`config.mk`:
```
export PLATFORM = sky130hd
export DESIGN_NAME = footswitch_press_relay_control
export DESIGN_NICKNAME = d
export VERILOG_FILES = /design/src/fprc_pkg.sv /design/src/fprc_update.sv /design/src/footswitch_press_relay_control.sv
export SDC_FILE = /design/constraint.sdc
export NUM_CORES = 1
export LEC_CHECK = 0
export ABC_AREA = 1
export BUFFER_PORTS_ARGS = -buffer_cell sky130_fd_sc_hd__buf_2
export CORE_AREA = 5 5 132 134
export DETAILED_ROUTE_END_ITERATION = 6
export DIE_AREA = 0 0 137 139
export MAX_ROUTING_LAYER = met4
export PLACE_DENSITY = 0.66
export SLEW_MARGIN = 25
export SYNTH_ARGS = -nofsm -noshare
export SYNTH_HDL_FRONTEND = slang
export SYNTH_SLANG_ARGS = --single-unit
```
`constraint.sdc`:
```
create_clock -name clk_i -period 3.8 [get_ports clk_i]
set_input_delay 0.19 -clock clk_i [delete_from_list [all_inputs] [get_ports clk_i]]
set_output_delay 0.19 -clock clk_i [all_outputs]
set_load 0.005 [all_outputs]
```
`src/fprc_pkg.sv`:
```
// Package for the footswitch press and relay control block.
// Holds field widths, configuration register indexes and the control flag record.
// No dependencies.
`timescale 1ns / 1ps

package fprc_pkg;

  // Fixed field widths
  localparam int unsigned INTEG_W   = 16;  // integrator and debounce limit
  localparam int unsigned LPRESS_W  = 25;  // long-press limit register
  localparam int unsigned CFG_IDX_W = 1;
  localparam int unsigned CFG_DAT_W = 25;

  // Reset values of the configuration registers
  localparam logic [INTEG_W-1:0]  DEBOUNCE_RST   = 16'd100;
  localparam logic [LPRESS_W-1:0] LONG_PRESS_RST = 25'd20000000;

  // Configuration register indexes
  typedef enum logic [CFG_IDX_W-1:0] {
    REG_DEBOUNCE   = 1'b0,
    REG_LONG_PRESS = 1'b1
  } cfg_idx_e;

  // Press tracking and output flags
  typedef struct packed {
    logic effect_on;
    logic feedback_on;
    logic effect_led;
    logic was_released;
    logic toggle_armed;
    logic just_turned_on;
  } flags_t;

  localparam flags_t FLAGS_RST = '{
    effect_on:      1'b0,
    feedback_on:    1'b0,
    effect_led:     1'b0,
    was_released:   1'b1,
    toggle_armed:   1'b0,
    just_turned_on: 1'b0
  };

endpackage

```
`src/fprc_update.sv`:
```
// Next-state logic for one footswitch tick: debounce integrator, held counter, flags.
// Depends on fprc_pkg.
`timescale 1ns / 1ps

module fprc_update
  import fprc_pkg::*;
#(
  parameter int unsigned COUNT_WIDTH = 25
) (
  input  logic                   level_i,
  input  logic [INTEG_W-1:0]     debounce_i,
  input  logic [LPRESS_W-1:0]    long_press_i,
  input  logic [INTEG_W-1:0]     integ_i,
  input  logic [COUNT_WIDTH-1:0] held_i,
  input  flags_t                 flags_i,
  output logic [INTEG_W-1:0]     integ_o,
  output logic [COUNT_WIDTH-1:0] held_o,
  output flags_t                 flags_o
);

  localparam int unsigned LimW = (COUNT_WIDTH > LPRESS_W) ? COUNT_WIDTH : LPRESS_W;

  logic [LimW-1:0]        lp_ext;
  logic [LimW-1:0]        cmax_ext;
  logic [COUNT_WIDTH-1:0] limit;
  logic [INTEG_W-1:0]     integ_step;
  logic [COUNT_WIDTH-1:0] held_inc;

  // Long-press limit clamped to what the held counter can hold
  assign lp_ext   = LimW'(long_press_i);
  assign cmax_ext = LimW'({COUNT_WIDTH{1'b1}});
  assign limit    = (lp_ext > cmax_ext) ? COUNT_WIDTH'(cmax_ext) : COUNT_WIDTH'(lp_ext);

  // Saturating integrator: down while pressed, up towards the limit while open
  always_comb begin
    integ_step = integ_i;
    if (!level_i) begin
      if (integ_i != '0) integ_step = integ_i - INTEG_W'(1);
    end else if (integ_i < debounce_i) begin
      integ_step = integ_i + INTEG_W'(1);
    end
  end

  // Held counter saturates at the limit
  assign held_inc = (held_i < limit) ? held_i + COUNT_WIDTH'(1) : limit;

  // Held / released decisions
  always_comb begin
    integ_o = integ_step;
    held_o  = held_i;
    flags_o = flags_i;
    if (integ_step == '0) begin
      held_o = held_inc;
      if (flags_i.effect_on) begin
        if (flags_i.was_released) flags_o.toggle_armed = 1'b1;
        if (held_inc >= limit && !flags_i.feedback_on && !flags_i.just_turned_on) begin
          flags_o.effect_led  = 1'b0;
          flags_o.feedback_on = 1'b1;
        end
      end else begin
        flags_o.just_turned_on = 1'b1;
        flags_o.toggle_armed   = 1'b0;
        flags_o.effect_on      = 1'b1;
        flags_o.effect_led     = 1'b1;
        flags_o.feedback_on    = 1'b0;
      end
      flags_o.was_released = 1'b0;
    end else if (integ_step >= debounce_i) begin
      // release: drop feedback, apply an armed toggle, resync the LED
      flags_o.feedback_on    = 1'b0;
      flags_o.effect_on      = flags_i.effect_on & ~flags_i.toggle_armed;
      flags_o.effect_led     = flags_i.effect_on & ~flags_i.toggle_armed;
      flags_o.just_turned_on = 1'b0;
      flags_o.toggle_armed   = 1'b0;
      flags_o.was_released   = 1'b1;
      held_o                 = '0;
      integ_o                = debounce_i;
    end
  end

endmodule

```
`src/footswitch_press_relay_control.sv`:
```
// Footswitch press and relay control: one input transfer per tick of the raw
// active-low footswitch pin, one result transfer per tick with the LED and relay
// coil levels after that tick's update. The block takes a transfer every cycle
// while in_stall_o is low; each one passes an input register and then a result
// register before out_valid_o rises, and the result is taken in a cycle when
// out_stall_i is low. A stalled result holds the pipeline, and in_stall_o rises
// only once the input register is also full.
// Configuration writes are taken in any cycle.
// Depends on fprc_pkg and fprc_update.
`timescale 1ns / 1ps

module footswitch_press_relay_control
  import fprc_pkg::*;
#(
  parameter int unsigned COUNT_WIDTH = 25
) (
  input  logic                 clk_i,
  input  logic                 rst_ni,
  // configuration write channel
  input  logic                 cfg_valid_i,
  output logic                 cfg_ready_o,
  input  logic [CFG_IDX_W-1:0] cfg_index_i,
  input  logic [CFG_DAT_W-1:0] cfg_data_i,
  // input channel
  input  logic                 in_valid_i,
  output logic                 in_stall_o,
  input  logic                 switch_level_i,
  // result channel
  output logic                 out_valid_o,
  input  logic                 out_stall_i,
  output logic                 effect_led_o,
  output logic                 effect_relay_on_o,
  output logic                 effect_relay_off_o,
  output logic                 feedback_lamp_o,
  output logic                 feedback_relay_on_o,
  output logic                 feedback_relay_off_o
);

  logic [INTEG_W-1:0]     debounce_q;
  logic [LPRESS_W-1:0]    long_press_q;
  logic                   s1_valid_q;
  logic                   s1_level_q;
  logic [INTEG_W-1:0]     integ_q, integ_d;
  logic [COUNT_WIDTH-1:0] held_q, held_d;
  flags_t                 flags_q, flags_d;
  logic                   out_valid_q;
  logic                   out_eff_q, out_fb_q, out_led_q;
  logic                   advance;
  logic                   in_xfer;
  cfg_idx_e               cfg_idx;

  // Pipeline moves when the result register is empty or being taken
  assign advance    = !out_valid_q || !out_stall_i;
  assign in_stall_o = s1_valid_q && !advance;
  assign in_xfer    = in_valid_i && !in_stall_o;
  assign cfg_ready_o = 1'b1;
  assign cfg_idx    = cfg_idx_e'(cfg_index_i);

  // Configuration registers
  always_ff @(posedge clk_i or negedge rst_ni) begin
    if (!rst_ni) begin
      debounce_q   <= DEBOUNCE_RST;
      long_press_q <= LONG_PRESS_RST;
    end else if (cfg_valid_i && cfg_ready_o) begin
      unique case (cfg_idx)
        REG_DEBOUNCE:   debounce_q   <= cfg_data_i[INTEG_W-1:0];
        REG_LONG_PRESS: long_press_q <= cfg_data_i[LPRESS_W-1:0];
        default:        ;
      endcase
    end
  end

  // Input register
  always_ff @(posedge clk_i or negedge rst_ni) begin
    if (!rst_ni) begin
      s1_valid_q <= 1'b0;
    end else if (advance || !s1_valid_q) begin
      s1_valid_q <= in_xfer;
    end
  end

  always_ff @(posedge clk_i) begin
    if (in_xfer) s1_level_q <= switch_level_i;
  end

  // Tick update
  fprc_update #(
    .COUNT_WIDTH (COUNT_WIDTH)
  ) u_update (
    .level_i      (s1_level_q),
    .debounce_i   (debounce_q),
    .long_press_i (long_press_q),
    .integ_i      (integ_q),
    .held_i       (held_q),
    .flags_i      (flags_q),
    .integ_o      (integ_d),
    .held_o       (held_d),
    .flags_o      (flags_d)
  );

  // State and result registers
  always_ff @(posedge clk_i or negedge rst_ni) begin
    if (!rst_ni) begin
      integ_q     <= '0;
      held_q      <= '0;
      flags_q     <= FLAGS_RST;
      out_valid_q <= 1'b0;
      out_eff_q   <= 1'b0;
      out_fb_q    <= 1'b0;
      out_led_q   <= 1'b0;
    end else if (advance) begin
      out_valid_q <= s1_valid_q;
      if (s1_valid_q) begin
        integ_q   <= integ_d;
        held_q    <= held_d;
        flags_q   <= flags_d;
        out_eff_q <= flags_d.effect_on;
        out_fb_q  <= flags_d.feedback_on;
        out_led_q <= flags_d.effect_led;
      end
    end
  end

  assign out_valid_o          = out_valid_q;
  assign effect_led_o         = out_led_q;
  assign effect_relay_on_o    = out_eff_q;
  assign effect_relay_off_o   = ~out_eff_q;
  assign feedback_lamp_o      = out_fb_q;
  assign feedback_relay_on_o  = out_fb_q;
  assign feedback_relay_off_o = ~out_fb_q;

  // Feedback mode only exists with the effect on
  a_fb_needs_effect : assert property (@(posedge clk_i) disable iff (!rst_ni)
    flags_q.feedback_on |-> flags_q.effect_on)
    else $error("feedback on with effect off");

  // Feedback mode always has the effect LED dark
  a_fb_led_dark : assert property (@(posedge clk_i) disable iff (!rst_ni)
    flags_q.feedback_on |-> !flags_q.effect_led)
    else $error("effect LED lit in feedback mode");

  // An armed toggle belongs to a hold with the effect on
  a_toggle_in_hold : assert property (@(posedge clk_i) disable iff (!rst_ni)
    flags_q.toggle_armed |-> (flags_q.effect_on && !flags_q.was_released))
    else $error("toggle armed outside a hold");

  // Just-turned-on marks a hold that switched the effect on
  a_jto_effect : assert property (@(posedge clk_i) disable iff (!rst_ni)
    flags_q.just_turned_on |-> (flags_q.effect_on && !flags_q.was_released))
    else $error("just-turned-on flag without effect hold");

  // A full input stage that advances yields a result next cycle
  a_result_follows : assert property (@(posedge clk_i) disable iff (!rst_ni)
    (s1_valid_q && advance) |=> out_valid_q)
    else $error("tick lost between input and result register");

endmodule
```
==> out/qor.yml <==
outcome: "finished, violations left"
violations: "negative setup slack"
synth_seq_area_share: 0.292
synth_fp_nets: 1242
drt-met1-wl_um: 11900
p_leak_nw: 5.20
met2WireLength_um: 11100
die-area_mm2: 0.0190
antenna_cells: 0
clkPwrFrac: 0.153
drt-total-wl_um: 24800
io_buffer_count: 39
path_buf_inv: 6
seq_power_share: 0.204
insertion_delay_ns: 0.35
required_ns: 4.09
fin_worst_skew_ns: 0.00711
top_layer_used: "met4"
placementRows: 47
initial_core_util: 0.486
p_int_mw: 3.37
placed_area_mm2: 0.00898
synth_edf_count: 1
cp-end-kind: "flop"
synth_cell_types: 51
worst_setup_path_start_kind: "flop"
synth_flop_cell: "dfrtp_1"
grt_pass1_vias: 7140
cp_data_arrival_time_ns: 4.13
layout.cells.non_filler: 1512
p_per_area_mw_per_mm2: 599
p_sw_mw: 2.81
critPathMaxStageDelay_ns: 0.43
grt_pass1_wl_um: 37100
gr-total-overflow: 0
holdPathStages: 1
die_width_um: 137
cp_max_fo: 7
drive_above_1_share: 0.298
syn_area_mm2: 0.00786
vias_per_cell: 5.30
critPathTopFamily: "simple AND/OR/NAND/NOR gates"
r2r_setup_slack_ns: -0.04
drtIter0Drc: 695
rr_worst_depth: 24
cts.reportedPaths.clkPinSlew_ns: 0.07
die_h_um: 139
crit_type: "reg2reg"
p_total_mw: 6.17
finalNetCount: 1400
synth_most_common_cell: "nand2_1"
final-max-slew-violation-count: 0
place_inst: 1464
relSlewSlack: 0.349
synth.top_cell.area_share: 0.248
synth_seq_cells: 91
hold_viol: 0
cp_slowest_cell: "a2111oi_2"
rsz0062_at_grt: "yes"
worstPathCellList: "inv_1 -> ha_4 -> nand2_2 -> nor4_4 -> buf_4 -> nand2_8 -> buf_6 -> nand3_1 -> nand2_1 -> nand2_1 -> nand2_2 -> inv_2 -> ha_4 -> nand2_2 -> nor2_1 -> a21boi_1 -> a2111oi_2 -> buf_4 -> nand3_4 -> buf_6 -> o21bai_4 -> nand2_4 -> nand2_1 -> nand2_1"
min_from: "switch_level_i"
ir_drop_uv: 253
r2r_start: "debounce_q[15]"
hold_path_end: "s1_level_q"
tightest_slew_ns: 0.974
cts.sinks: 91
reg2reg_to: "held_q[1]"
yosys.area.top_type: "dfrtp_1"
dr_wl_met3_um: 1310
ioPinCount: 41
track_usage: 0.253
syn_avg_cell_area_um2: 6.96
netlist_instances: 1129
fin_ws_ns: -0.0416
cap_violations: 0
core_area_mm2: 0.0162
utilization: 0.638
dp_hpwl_um: 18200
fin_crit_sh: 1.01
fin_area_mm2: 0.0103
min-delay-path-class: "in2reg"
cts_tree: "done"
max_freq_mhz: 260
via_count: 8017
synth_area_leaders: "dfrtp_1 (25%), nand2_1 (15%), ha_1 (13%)"
crit_top_cell: "nand2_1"
ys_top_cells_by_count: "nand2_1 (312), inv_1 (150), o21ai_0 (105)"
antenna_found_initial: 0
async_flop_share: 0.989
min_period_ns: 3.84
grt_start_max_net_pins: 60
cts_buffers: 9
postRouteAntennaNets: 0
wl_per_cell_um: 16.4
cts_root_buffer: "clkbuf_16"
switching_share: 0.455
combinationalPowerShare: 0.643
syn2layout_area_growth_pct: 31.2
drc_errors: 0
setup_viol: 15
gp_congestion: 0.925
htreeDepth: 3
yosysWarnings: 0
clockBufferDepth: 2
tns_ns: -0.268
drt_pre_antenna_iters: 7
==> what timing repair did <==
item / CTS / global route
setup buffers: 0 / 26
setup endpoints to repair: 47 / 47
hold buffers: 1 / 0
endpoints found under the hold margin: 53 / 0
pin swaps: 1 / 50
gates cloned: 0 / 6
resized for setup: 20 / 185
==> registers in the layout, indices dropped and copies added (netlist names) <==
signal / count
held_q: 25
long_press_q: 25
debounce_q: 16
integ_q: 16
flags_q: 3
effect_led_o: 1
effect_relay_on_o: 1
feedback_lamp_o: 1
out_valid_o: 1
s1_level_q: 1
s1_valid_q: 1
==> final cells by class <==
class | instances | area (um^2)
multi-input cells | 848 | 5450
flip-flops and latches | 91 | 2300
fillers | 1441 | 5860
clock buffers | 10 | 229
clock inverters | 6 | 73.8
well taps | 220 | 275
repair buffers | 181 | 1380
inverters | 156 | 601
==> layout by cell type, fill, tap and decap left out, types with 39 or more instances in the layout <==
cell type	count
nor2_1	71
inv_1	133
nand2_1	272
o21ai_1	39
dfrtp_1	76
buf_4	129
nand3_1	56
nand2_2	52
ha_1	64
o21ai_0	69
==> through the flow <==
stage          setup WS [ns]  hold slack [ns]
6_report             -0.0416           0.0244
5_1_grt               -0.210          0.00840
4_1_cts              0.00136           0.0156
3_5_place_dp          -0.299            0.333
3_3_place_gp          -0.220            0.323
2_1_floorplan          0.320           -0.106
==> how the worst max path moves through the flow <==
stage / startpoint / to / slack, ns / cells after the start
2_1_floorplan: long_press_q[24] / feedback_lamp_o / 0.32 / 25
3_3_place_gp: debounce_q[5] / held_q[4] / -0.22 / 24
3_5_place_dp: long_press_q[8] / effect_led_o / -0.30 / 25
4_1_cts: debounce_q[5] / flags_q[1] / 0.001 / 24
5_1_grt: debounce_q[11] / effect_led_o / -0.21 / 25
6_report: debounce_q[15] / held_q[1] / -0.04 / 24
==> cells by family (layout without fill, tap and decap cells) <==
group | after synthesis | after routing | synth area share
AO/OA/AOI/OAI | 187 | 187 | 0.135
XOR/XNOR | 36 | 36 | 0.0401
adder cells (fa/ha/maj) | 81 | 81 | 0.129
buffers and inverters | 193 | 353 | 0.104
flip-flops | 91 | 91 | 0.292
other | 1 | 1 | 0.000477
AND/OR/NAND/NOR | 540 | 543 | 0.300
==> metal layers <==
layer / global-route usage / up-vias
li1: - / 3998
met1: 0.378 / 3752
met2: 0.364 / 230
met3: 0.0298 / 37
met4: 0.0609 / 0
met5: - / -
==> power groups by stage <==
stage / combinational (mW) / clock (mW) / sequential (mW)
CTS: 3.27 / 0.957 / 1.24
finish: 3.97 / 0.945 / 1.26
global route: 4.35 / 1.00 / 1.27
floorplan: 1.97 / 0 / 1.26
detailed placement: 3.21 / 0 / 1.26
global placement: 3.18 / 0 / 1.25
Power figures use the tool's default switching activity.
